**config.mk**
```make
export PLATFORM = sky130hd
export DESIGN_NAME = tdcm_walk
export DESIGN_NICKNAME = d
export VERILOG_FILES = /design/src/hdl/tdcm_pkg.sv /design/src/hdl/tdcm_walk.sv
export SDC_FILE = /design/constraint.sdc
export NUM_CORES = 1
export LEC_CHECK = 0
export BUFFER_PORTS_ARGS = -buffer_cell sky130_fd_sc_hd__clkbuf_2
export CAP_MARGIN = 20
export CORE_ASPECT_RATIO = 0.9
export CORE_MARGIN = 4
export CORE_UTILIZATION = 25
export CTS_BUF_LIST = sky130_fd_sc_hd__clkbuf_2 sky130_fd_sc_hd__clkbuf_4 sky130_fd_sc_hd__clkbuf_8
export DETAILED_ROUTE_END_ITERATION = 6
export SETUP_SLACK_MARGIN = 0.1
export SYNTH_ARGS = -nofsm -noshare
export SYNTH_HDL_FRONTEND = slang
export SYNTH_SLANG_ARGS = --single-unit
```
**constraint.sdc**
```tcl
create_clock -name aclk -period 25.3 [get_ports aclk]
set_clock_uncertainty 0.15 [all_clocks]
set_input_delay 5.06 -clock aclk [delete_from_list [all_inputs] [get_ports aclk]]
set_output_delay 5.06 -clock aclk [all_outputs]
set_load 0.1 [all_outputs]
```
**src/hdl/tdcm_pkg.sv**
```systemverilog
// ----------------------------------------------------------------------------
// Time-window coincidence matcher: shared definitions
// Widths, codes, reset values and types used across the matcher's modules.
// ----------------------------------------------------------------------------
package tdcm_pkg;

    localparam int TS_W  = 48;
    localparam int EV_W  = 32;
    localparam int GAP_W = 21;
    localparam int WIN_W = 20;

    localparam int S_TDATA_W = 80;   // timestamp, event_number
    localparam int M_TDATA_W = 88;   // primary, secondary, time_gap, 3 pad bits
    localparam int M_TUSER_W = 2;    // hit, overflow

    localparam int APB_ADDR_W = 3;
    localparam int APB_DATA_W = 32;

    localparam int BUF_DEPTH_DEF   = 1024;
    localparam int MAX_MATCHES_DEF = 64;

    localparam logic [WIN_W-1:0] WINDOW_RESET = WIN_W'(1000);

    // Register index as decoded from paddr[2]
    localparam logic REG_WINDOW = 1'b0;

    localparam logic ACT_PUSH  = 1'b0;
    localparam logic ACT_QUERY = 1'b1;

    typedef struct packed {
        logic [EV_W-1:0] num;
        logic [TS_W-1:0] ts;
    } entry_t;

    typedef enum logic [1:0] {
        ST_IDLE,
        ST_READ,
        ST_EVAL,
        ST_FIN
    } walk_state_t;

endpackage

```
**src/hdl/tdcm_walk.sv**
```systemverilog
// ----------------------------------------------------------------------------
// Store walker
// Accepts push and query beats, walks the store for each query and drives
// the result channel through an output register.
// ----------------------------------------------------------------------------
module tdcm_walk
    import tdcm_pkg::*;
#(
    parameter int BUF_DEPTH   = BUF_DEPTH_DEF,
    parameter int MAX_MATCHES = MAX_MATCHES_DEF,
    parameter int AW          = $clog2(BUF_DEPTH)
) (
    input  logic                 aclk,
    input  logic                 aresetn,
    input  logic [WIN_W-1:0]     window,
    input  logic                 s_tvalid,
    output logic                 s_tready,
    input  logic [S_TDATA_W-1:0] s_tdata,
    input  logic                 s_tuser,
    output logic                 m_tvalid,
    input  logic                 m_tready,
    output logic [M_TDATA_W-1:0] m_tdata,
    output logic [M_TUSER_W-1:0] m_tuser,
    output logic                 m_tlast,
    output logic                 wr_en,
    output logic [AW-1:0]        wr_addr,
    output entry_t               wr_data,
    output logic                 rd_en,
    output logic [AW-1:0]        rd_addr,
    input  entry_t               rd_data
);

    localparam int NW = $clog2(MAX_MATCHES + 1);

    walk_state_t state_reg, state_next;

    logic [AW:0]        count_reg, count_next;
    logic [AW-1:0]      sp_reg, sp_next;
    logic [AW:0]        k_reg, k_next;
    logic [TS_W-1:0]    qtime_reg, qtime_next;
    logic [EV_W-1:0]    qev_reg, qev_next;
    logic [NW-1:0]      n_reg, n_next;
    logic               cut_reg, cut_next;
    logic               pend_valid_reg, pend_valid_next;
    logic [EV_W-1:0]    pend_sec_reg, pend_sec_next;
    logic [GAP_W-1:0]   pend_gap_reg, pend_gap_next;

    logic               out_valid_reg, out_valid_next;
    logic [EV_W-1:0]    out_pri_reg, out_pri_next;
    logic [EV_W-1:0]    out_sec_reg, out_sec_next;
    logic [GAP_W-1:0]   out_gap_reg, out_gap_next;
    logic               out_hit_reg, out_hit_next;
    logic               out_ovf_reg, out_ovf_next;
    logic               out_last_reg, out_last_next;

    logic               in_beat;
    logic               out_free;
    logic signed [TS_W:0] diff;
    logic signed [TS_W:0] win_ext;
    logic               is_match;
    logic               is_stop;
    logic               take;
    logic               stall;
    logic               last_entry;
    logic               start_ok;
    logic [AW:0]        k_inc;
    logic [AW:0]        k_dec;

    assign in_beat  = s_tvalid && s_tready;
    assign out_free = !out_valid_reg || m_tready;

    // One wide subtract and three compares per visited entry
    assign diff     = $signed({1'b0, rd_data.ts}) - $signed({1'b0, qtime_reg});
    assign win_ext  = $signed({{(TS_W + 1 - WIN_W){1'b0}}, window});
    assign is_match = (diff >= -win_ext) && (diff <= win_ext);
    assign is_stop  = diff > win_ext;
    assign take     = is_match && (n_reg < NW'(MAX_MATCHES));
    assign stall    = take && pend_valid_reg && !out_free;

    assign k_inc      = k_reg + 1'b1;
    assign k_dec      = k_reg - 1'b1;
    assign last_entry = k_inc == count_reg;
    assign start_ok   = {1'b0, sp_reg} < count_reg;

    always_comb begin
        state_next = state_reg;
        unique case (state_reg)
            ST_IDLE: begin
                if (in_beat && s_tuser == ACT_QUERY) begin
                    state_next = start_ok ? ST_READ : ST_FIN;
                end
            end
            ST_READ: begin
                state_next = ST_EVAL;
            end
            ST_EVAL: begin
                if (!stall && (is_stop || last_entry)) begin
                    state_next = ST_FIN;
                end
            end
            ST_FIN: begin
                if (out_free) begin
                    state_next = ST_IDLE;
                end
            end
            default: begin
                state_next = ST_IDLE;
            end
        endcase
    end

    always_comb begin
        count_next      = count_reg;
        sp_next         = sp_reg;
        k_next          = k_reg;
        qtime_next      = qtime_reg;
        qev_next        = qev_reg;
        n_next          = n_reg;
        cut_next        = cut_reg;
        pend_valid_next = pend_valid_reg;
        pend_sec_next   = pend_sec_reg;
        pend_gap_next   = pend_gap_reg;

        out_valid_next  = out_valid_reg && !m_tready;
        out_pri_next    = out_pri_reg;
        out_sec_next    = out_sec_reg;
        out_gap_next    = out_gap_reg;
        out_hit_next    = out_hit_reg;
        out_ovf_next    = out_ovf_reg;
        out_last_next   = out_last_reg;

        s_tready    = 1'b0;
        wr_en       = 1'b0;
        wr_addr     = count_reg[AW-1:0];
        wr_data.ts  = s_tdata[TS_W-1:0];
        wr_data.num = s_tdata[TS_W +: EV_W];
        rd_en       = 1'b0;
        rd_addr     = k_reg[AW-1:0];

        unique case (state_reg)
            ST_IDLE: begin
                s_tready = 1'b1;
                if (in_beat) begin
                    if (s_tuser == ACT_QUERY) begin
                        qtime_next      = s_tdata[TS_W-1:0];
                        qev_next        = s_tdata[TS_W +: EV_W];
                        k_next          = {1'b0, sp_reg};
                        n_next          = '0;
                        cut_next        = 1'b0;
                        pend_valid_next = 1'b0;
                    end else if (count_reg < (AW + 1)'(BUF_DEPTH)) begin
                        // A push into a full store is dropped.
                        wr_en      = 1'b1;
                        count_next = count_reg + 1'b1;
                    end
                end
            end
            ST_READ: begin
                rd_en = 1'b1;
            end
            ST_EVAL: begin
                if (!stall) begin
                    if (take) begin
                        n_next = n_reg + 1'b1;
                        // The previous match is known not to be the last one now.
                        if (pend_valid_reg) begin
                            out_valid_next = 1'b1;
                            out_pri_next   = qev_reg;
                            out_sec_next   = pend_sec_reg;
                            out_gap_next   = pend_gap_reg;
                            out_hit_next   = 1'b1;
                            out_ovf_next   = 1'b0;
                            out_last_next  = 1'b0;
                        end
                        pend_valid_next = 1'b1;
                        pend_sec_next   = rd_data.num;
                        pend_gap_next   = diff[GAP_W-1:0];
                    end else if (is_match) begin
                        cut_next = 1'b1;
                    end
                    if (is_stop) begin
                        sp_next = (k_reg != '0) ? k_dec[AW-1:0] : '0;
                    end else if (!last_entry) begin
                        k_next  = k_inc;
                        rd_en   = 1'b1;
                        rd_addr = k_inc[AW-1:0];
                    end
                end
            end
            ST_FIN: begin
                if (out_free) begin
                    out_valid_next = 1'b1;
                    out_pri_next   = qev_reg;
                    out_last_next  = 1'b1;
                    if (pend_valid_reg) begin
                        out_sec_next = pend_sec_reg;
                        out_gap_next = pend_gap_reg;
                        out_hit_next = 1'b1;
                        out_ovf_next = cut_reg;
                    end else begin
                        out_sec_next = '0;
                        out_gap_next = '0;
                        out_hit_next = 1'b0;
                        out_ovf_next = 1'b0;
                    end
                end
            end
            default: begin
                s_tready = 1'b0;
            end
        endcase
    end

    always_ff @(posedge aclk) begin
        if (!aresetn) begin
            state_reg      <= ST_IDLE;
            count_reg      <= '0;
            sp_reg         <= '0;
            out_valid_reg  <= 1'b0;
            pend_valid_reg <= 1'b0;
        end else begin
            state_reg      <= state_next;
            count_reg      <= count_next;
            sp_reg         <= sp_next;
            out_valid_reg  <= out_valid_next;
            pend_valid_reg <= pend_valid_next;
        end
    end

    always_ff @(posedge aclk) begin
        k_reg        <= k_next;
        qtime_reg    <= qtime_next;
        qev_reg      <= qev_next;
        n_reg        <= n_next;
        cut_reg      <= cut_next;
        pend_sec_reg <= pend_sec_next;
        pend_gap_reg <= pend_gap_next;
        out_pri_reg  <= out_pri_next;
        out_sec_reg  <= out_sec_next;
        out_gap_reg  <= out_gap_next;
        out_hit_reg  <= out_hit_next;
        out_ovf_reg  <= out_ovf_next;
        out_last_reg <= out_last_next;
    end

    assign m_tvalid = out_valid_reg;
    assign m_tdata  = {3'b000, out_gap_reg, out_sec_reg, out_pri_reg};
    assign m_tuser  = {out_ovf_reg, out_hit_reg};
    assign m_tlast  = out_last_reg;

endmodule

```
==> results.py, run 1 <==
metrics = {
    "placed_design": {
        "portBuffers": 376,
        "gp_congestion": 0.899,
        "place_ws_ns": 8.39,
        "dpl.hpwl_microns": 37500,
        "dpl.cell_count": 2591,
        "postPlaceCellArea_sq_mm": 0.0180,
    },
    "yosys": {
        "synth-seq-cells": 265,
        "syn_area_sq_mm": 0.0159,
        "yosysTopAreaCell": "edfxtp_1",
        "syn_inst": 1510,
        "avgSynthCellArea_sq_um": 10.6,
        "ys.flop_type": "edfxtp_1",
        "yosys.area.top_type_share_pct": 45.2,
        "synthArstFlopShare_pct": 0,
        "yosysWarnings": 0,
        "yosysUniqueCellTypes": 76,
        "synth_edf_count": 240,
        "ys_top_cells_by_area": "edfxtp_1 45%, ha_1 10%, buf_4 4.5%",
        "synth-seq-area-share_pct": 48.3,
    },
    "worst_setup_path": {
        "slowest_delay_ns": 0.58,
        "cpLargestDelayFamily": "simple AND/OR/NAND/NOR gates",
        "worstSetupEndpointType": "output pin",
        "worstPathMaxFanout": 7,
        "cp_data_arrival_time_ns": 11.74,
        "path_class": "input pin to output pin",
        "slowest_stage": "or4_1",
        "cp.required_ns": 20.09,
        "worst-path-buf-inv": 4,
        "start_kind": "input pin",
    },
    "clock_tree": {
        "ctsHoldBuffers": 0,
        "cts.sinks": 265,
        "path_clk_slew_ns": 0.06,
        "htreeDepth": 2,
        "post_cts_resized": 0,
        "cts_inserted_buffers": 49,
        "cts_tree": "done",
        "clk_latency_ns": 0.63,
        "clockBufferDepth": 3,
        "root_buffer": "clkbuf_8",
        "post-cts-setup-buffers": 0,
    },
    "timing": {
        "setup_viol": 0,
        "period_minus_slack_ns": 16.95,
        "rsz0062_at_grt": "no",
        "slew_headroom_pct": 25.9,
        "fmax_mhz": 59.0,
        "final_hold_viol_count": 0,
        "tightest_slew_ns": 1.11,
        "setup_tns_ns": 0,
        "finalCritPeriodShare_pct": 67.0,
        "maxSlewViolCount": 0,
        "timing.final.ws_setup_ns": 8.35,
    },
    "grt": {
        "overflow": 0,
        "grt_pass1_wl_microns": 70600,
        "track_usage_pct": 13.4,
        "antenna_found_initial": 5,
        "grt_start_max_net_pins": 55,
        "first_global_vias": 12250,
    },
    "worst_hold_path": {
        "hp-class": "register to register",
    },
    "floorplanning": {
        "dieArea_sq_mm": 0.0679,
        "num_rows": 87,
        "initial_utilization_pct": 25.3,
        "core_sq_mm": 0.0629,
        "boundaryPins": 380,
        "die_height_microns": 248,
        "die_w_microns": 274,
    },
    "flow_run": {
        "maxCapViolCount": 0,
    },
    "run_status": {
        "status": "completed",
    },
    "final_layout": {
        "post-route-util_pct": 30.5,
        "layout_common_cells": "376 x clkbuf_2, 240 x edfxtp_1, 133 x ha_1, 101 x a21oi_1, 101 x inv_1",
        "finalNonFillerCells": 2685,
        "largest_register_ffs": 48,
        "drive_gt1_share_pct": 26.6,
        "num-fill-cells": 6575,
        "area_growth_syn_to_layout_pct": 20.4,
        "layout_commonest_cell": "clkbuf_2",
        "stdcell_area_sq_mm": 0.0192,
        "layout.nets": 2117,
    },
    "pwr": {
        "power_leakage_nw": 7.90,
        "power.density_mw_per_mm2": 85.6,
        "irDropWorstVdd_mv": 0.0584,
    },
    "detailed_routing": {
        "viasPerCell": 4.55,
        "dr.pass1.iters": 5,
        "ant_nets": 0,
        "drt_iter0_drc": 728,
        "routed_wl_microns": 47400,
        "dr_total_vias": 12205,
        "wl_per_cell_microns": 17.7,
        "remaining_drc_errors": 0,
    },
}
-- through the flow --
| step | hold slack, ns | power (W) |
|---|---|---|
| 5_1_grt | 0.271 | 0.00174 |
| 3_5_place_dp | 0.255 | 0.00117 |
| 6_report | 0.262 | 0.00164 |
| 2_1_floorplan | 0.250 | 0.00104 |
| 4_1_cts | 0.264 | 0.00167 |
| 3_3_place_gp | 0.251 | 0.00116 |
-- synthesized netlist by cell type (all sizes together) (11+ instances only) --
master,n
xor2,30
nand4,47
nand3,35
a21o,32
xnor2,76
nor2,96
a21oi,102
edfxtp,240
dfxtp,25
or3,12
nand2b,13
o21ai,51
o211ai,14
inv,101
a211oi,11
nor3,25
nor4,25
and2,62
nand2,100
buf,110
clkbuf,39
o21a,12
ha,133
-- kinds of logic after synthesis --
group / share of synthesized area, %
and+or+nand+nor: 14.9
AOI/OAI and AO/OA: 11.3
DFF: 48.3
buffers and inverters: 8.25
adders and majority gates: 10.6
xor gates and xnor gates: 5.82
muxes: 0.839
other: 0.0235
-- report_power, final --
part / leakage (nW) / internal (W) / switching [W] / total [W]
logic: 4.92 / 0.000156 / 0.000438 / 0.000594
registers: 2.40 / 0.000541 / 0.0000252 / 0.000566
clock network: 0.589 / 0.000286 / 0.000198 / 0.000484
-- layout make-up --
type | instances | area (sq um) | area share [%]
Timing Repair Buffer | 384 | 1940 | 10.1
Inverter | 102 | 383 | 1.99
Multi-Input combinational cell | 996 | 6960 | 36.2
Tap cell | 845 | 1060 | 5.50
Clock buffer | 61 | 771 | 4.01
Clock inverter | 31 | 383 | 1.99
Sequential cell | 265 | 7710 | 40.1
Antenna cell | 1 | 2.50 | 0.0130
-- path summary, 6_finish.rpt --
kind                                             start                        end  slack [ns]  cells past startpoint
worst max-delay path                        rd_data[0]                 rd_addr[4]        8.35                     25
worst min-delay path             qev_reg[10]$_DFFE_PP_  out_pri_reg[10]$_DFFE_PP_        0.26                      0
worst max register to register  qtime_reg[0]$_DFFE_PP_  out_sec_reg[20]$_DFFE_PP_       17.46                     25
worst min register to register   qev_reg[10]$_DFFE_PP_  out_pri_reg[10]$_DFFE_PP_        0.26                      0
-- routing by layer --
metal	GRT usage [%]	part of all wire, %
met1	16.4	42
met2	23.0	48
met3	3.55	7.0
met4	4.03	2.6
met5	0	0.10
Note: power is estimated with default switching activity, not from simulation.
==> run 2, diff against run 1 <==
- clock period: 25.3 -> 15.7 ns (I/O delays scaled with it)
==> run 2 against run 1 <==
  * Critical path depth stayed put
  * Worst setup slack worse by 5.8 ns
  * Global-route usage increased by 0.13 points
  * Critical endpoint is now rd_addr[3]
  * Largest cell class unchanged
  * Largest power group unchanged
==> results.py, run 2 (synthesized netlist as in run 1, its figures left out) <==
metrics = {
    "final_layout": {
        "final-seq-area_sq_mm": 0.00771,
        "layout.nets": 2116,
        "multi_input_area_sq_mm": 0.00696,
        "num-fill-cells": 6623,
        "layout_common_cells": "376 x clkbuf_2, 240 x edfxtp_1, 133 x ha_1, 101 x a21oi_1, 101 x inv_1",
        "layout_commonest_cell": "clkbuf_2",
        "area_growth_syn_to_layout_pct": 20.1,
        "drive_gt1_share_pct": 26.4,
        "largest_register_ffs": 48,
        "finalNonFillerCells": 2682,
    },
    "worst_setup_path": {
        "worst-path-buf-inv": 4,
        "slowest_stage": "or4_1",
        "worstPathMaxFanout": 7,
        "slowest_delay_ns": 0.58,
        "path_class": "input pin to output pin",
        "cp.required_ns": 12.41,
        "worstSetupEndpointType": "output pin",
        "start_kind": "input pin",
        "cpLargestDelayFamily": "simple AND/OR/NAND/NOR gates",
        "cp_data_arrival_time_ns": 9.88,
    },
    "detailed_routing": {
        "wl_per_cell_microns": 17.8,
        "wl_met3_microns": 2930,
        "dr.pass1.iters": 5,
        "drt_iter0_drc": 745,
        "wl_met2_microns": 23000,
        "dr.max_layer_used": "met5",
        "remaining_drc_errors": 0,
        "ant_nets": 0,
        "dr_total_vias": 12327,
        "routed_wl_microns": 47700,
        "met1_length_microns": 20500,
        "viasPerCell": 4.60,
    },
    "floorplanning": {
        "die_height_microns": 248,
        "dieArea_sq_mm": 0.0679,
        "boundaryPins": 380,
        "die_w_microns": 274,
        "num_rows": 87,
        "core_sq_mm": 0.0629,
        "initial_utilization_pct": 25.3,
    },
    "clock_tree": {
        "cts_tree": "done",
        "post-cts-setup-buffers": 0,
        "cts.sinks": 265,
        "clk_latency_ns": 0.64,
        "clockBufferDepth": 3,
        "ctsHoldBuffers": 0,
        "htreeDepth": 2,
        "post_cts_resized": 0,
        "cts_inserted_buffers": 48,
        "root_buffer": "clkbuf_8",
        "path_clk_slew_ns": 0.06,
    },
    "grt": {
        "overflow": 0,
        "first_global_vias": 12276,
        "grt_start_max_net_pins": 55,
        "antenna_found_initial": 5,
        "track_usage_pct": 13.5,
        "grt_pass1_wl_microns": 71200,
    },
    "pwr": {
        "total_power_w": 0.00262,
        "power.density_mw_per_mm2": 137,
        "irDropWorstVdd_mv": 0.0703,
        "power_leakage_nw": 7.87,
    },
    "timing": {
        "maxSlewViolCount": 0,
        "period_minus_slack_ns": 13.17,
        "fmax_mhz": 76.0,
        "tightest_slew_ns": 1.10,
        "setup_tns_ns": 0,
        "final_hold_viol_count": 0,
        "rsz0062_at_grt": "no",
        "slew_headroom_pct": 26.3,
        "setup_viol": 0,
        "finalCritPeriodShare_pct": 83.9,
    },
    "placed_design": {
        "portBuffers": 376,
        "dpl.hpwl_microns": 37700,
        "gp_congestion": 0.897,
        "dpl.cell_count": 2591,
    },
    "worst_hold_path": {
        "hp-class": "register to register",
    },
    "flow_run": {
        "maxCapViolCount": 0,
    },
    "run_status": {
        "status": "completed",
    },
}
-- run 2: worst paths after layout --
check | startpoint | slack, ns | cells past startpoint | to
setup / recovery | rd_data[0] | 2.53 | 25 | rd_addr[3]
hold / removal | qev_reg[27]$_DFFE_PP_ | 0.27 | 0 | out_pri_reg[27]$_DFFE_PP_
setup reg to reg | qtime_reg[0]$_DFFE_PP_ | 7.82 | 25 | out_pri_reg[4]$_DFFE_PP_
hold reg to reg | qev_reg[27]$_DFFE_PP_ | 0.27 | 0 | out_pri_reg[27]$_DFFE_PP_
-- run 2: cell type report --
| type | count | area share [%] |
|---|---|---|
| antenna | 1 | 0.0131 |
| clock buffer | 57 | 3.80 |
| clock inverter | 32 | 1.90 |
| inverter | 102 | 2.00 |
| multi-input combinational | 996 | 36.4 |
| sequential | 265 | 40.3 |
| tap | 845 | 5.52 |
| timing repair buffer | 384 | 10.2 |
-- run 2: routing by layer --
metal	vias to the layer above	GRT usage, %
met5	-	0
met4	6	4.00
met3	76	2.97
met2	412	23.2
met1	5861	17.0
li1	5972	-
-- run 2: where the power goes --
group          internal [W]  switching (W)  total, W
logic              0.000252       0.000709  0.000962
registers          0.000872      0.0000414  0.000914
clock network      0.000431       0.000317  0.000747
-- run 2: per-stage QoR --
stage | hold slack, ns | setup WS [ns] | area [sq um] | util, %
floorplan | 0.250 | 2.24 | 16000 | -
global placement | 0.251 | 2.71 | 18000 | 28.7
detailed placement | 0.255 | 2.57 | 18000 | 28.7
CTS | 0.270 | 2.54 | 19100 | 30.4
global route | 0.275 | 2.10 | 19100 | 30.4
finish | 0.270 | 2.53 | 19100 | 30.4
==> run 3, diff against run 2 <==
- clock period: 15.7 -> 13.4 ns (I/O delays scaled with it)
==> run 3 against run 2 <==
  * Via count decreased by 0.72%
  * Non-clock buffer count increased by 1
  * Cell area decreased by 0.46%
  * Clock power increased by 8.8%
  * Critical path type unchanged
  * Critical endpoint unchanged
  * Worst setup slack got worse by 1.4 ns
  * Core utilization decreased by 0.14 points
==> results.py, run 3 (synthesized netlist as in run 1, its figures left out) <==
metrics = {
    "final_layout": {
        "finalNonFillerCells": 2680,
        "layout.nets": 2119,
        "area_growth_syn_to_layout_pct": 19.5,
        "drive_gt1_share_pct": 26.5,
        "largest_register_ffs": 48,
        "layout_commonest_cell": "clkbuf_2",
        "layout_common_cells": "376 x clkbuf_2, 240 x edfxtp_1, 133 x ha_1, 101 x a21oi_1, 101 x inv_1",
        "num-fill-cells": 6592,
    },
    "worst_setup_path": {
        "worstPathMaxFanout": 7,
        "rr_worst_depth": 25,
        "worstSetupEndpointType": "output pin",
        "slowest_stage": "or4_1",
        "start_kind": "input pin",
        "cp_data_arrival_time_ns": 9.43,
        "path_class": "input pin to output pin",
        "cp.required_ns": 10.57,
        "slowest_delay_ns": 0.57,
    },
    "pwr": {
        "power_leakage_nw": 7.83,
        "total_power_w": 0.00300,
        "power.density_mw_per_mm2": 158,
        "irDropWorstVdd_mv": 0.0851,
    },
    "clock_tree": {
        "post-cts-setup-buffers": 0,
        "clk_latency_ns": 0.65,
        "path_clk_slew_ns": 0.06,
        "cts.sinks": 265,
        "cts_inserted_buffers": 50,
        "ctsHoldBuffers": 0,
        "root_buffer": "clkbuf_8",
        "post_cts_resized": 0,
        "htreeDepth": 2,
        "cts_tree": "done",
        "clockBufferDepth": 3,
    },
    "timing": {
        "setup_viol": 0,
        "period_minus_slack_ns": 12.26,
        "timing.final.ws_setup_ns": 1.14,
        "rsz0062_at_grt": "no",
        "finalCritPeriodShare_pct": 91.5,
        "fmax_mhz": 81.5,
        "hold-worst-slack_ns": 0.261,
        "final_hold_viol_count": 0,
        "maxSlewViolCount": 0,
        "tightest_slew_ns": 1.09,
        "slew_headroom_pct": 27.1,
        "setup_tns_ns": 0,
    },
    "placed_design": {
        "dpl.hpwl_microns": 37600,
        "dpl.cell_count": 2592,
        "place_ws_ns": 1.20,
        "gp_congestion": 0.905,
        "portBuffers": 376,
    },
    "detailed_routing": {
        "routed_wl_microns": 47700,
        "viasPerCell": 4.57,
        "ant_nets": 0,
        "wl_per_cell_microns": 17.8,
        "drt_iter0_drc": 693,
        "remaining_drc_errors": 0,
        "dr_total_vias": 12238,
        "dr.pass1.iters": 5,
    },
    "worst_hold_path": {
        "hp-class": "register to register",
        "whs_path_depth": 0,
    },
    "grt": {
        "overflow": 0,
        "grt_start_max_net_pins": 55,
        "grt_pass1_wl_microns": 71600,
        "track_usage_pct": 13.6,
        "first_global_vias": 12334,
        "antenna_found_initial": 7,
    },
    "floorplanning": {
        "die_height_microns": 248,
        "boundaryPins": 380,
        "die_w_microns": 274,
        "dieArea_sq_mm": 0.0679,
        "initial_utilization_pct": 25.3,
        "num_rows": 87,
        "core_sq_mm": 0.0629,
    },
    "run_status": {
        "status": "completed",
    },
    "flow_run": {
        "maxCapViolCount": 0,
    },
}
run 3: changes by cell type in the layout (fill, tap and decap cells not counted), moves of 2 or more:
cell | previous run | this run
clkinv_2 | 5 | 7
buf_4 | 7 | 9
bufinv_16 | 7 | 3
clkbuf_8 | 48 | 50
clkinv_1 | 15 | 11
run 3: metal layers:
layer / GRT usage, % / part of all wire (%) / up-vias
met5: 0 / 0.086 / -
met4: 4.21 / 2.6 / 8
met3: 3.32 / 6.5 / 93
met2: 23.3 / 48 / 377
met1: 16.8 / 43 / 5778
li1: - / - / 5982
run 3: cell type report:
cell class                 instances  area [sq um]  area share [%]
sequential                       265          7710            40.4
multi-input combinational        996          6960            36.5
timing repair buffer             385          1950            10.2
tap                              845          1060            5.55
clock buffer                      59           756            3.97
inverter                         102           383            2.01
clock inverter                    26           241            1.27
antenna                            2          5.00          0.0263
run 3: through the flow:
| stage | instance area, sq um | util, % |
|---|---|---|
| finish | 19100 | 30.3 |
| global route | 19100 | 30.3 |
| CTS | 19000 | 30.3 |
| detailed placement | 18000 | 28.7 |
| global placement | 18000 | 28.7 |
| floorplan | 16000 | - |
run 3: final timing paths:
kind | slack [ns] | to | from
worst max-delay path | 1.14 | rd_addr[3] | rd_data[0]
worst min-delay path | 0.26 | out_pri_reg[8]$_DFFE_PP_ | qev_reg[8]$_DFFE_PP_
worst max register to register | 5.49 | out_sec_reg[7]$_DFFE_PP_ | qtime_reg[0]$_DFFE_PP_
worst min register to register | 0.26 | out_pri_reg[8]$_DFFE_PP_ | qev_reg[8]$_DFFE_PP_
run 3: worst max-delay path: cells and delay by family:
family / cells / cell delay, ns
adders and majority gates: 3 / 0.88
AOI/OAI and AO/OA: 7 / 1.94
buffers and inverters: 4 / 0.66
and+or+nand+nor: 9 / 2.92
xor gates and xnor gates: 2 / 0.35
run 3: report_power, final:
group	total [W]	switching [W]	internal, W
Combinational	0.00112	0.000824	0.000294
Sequential	0.00107	0.0000492	0.00102
Clock	0.000813	0.000375	0.000438
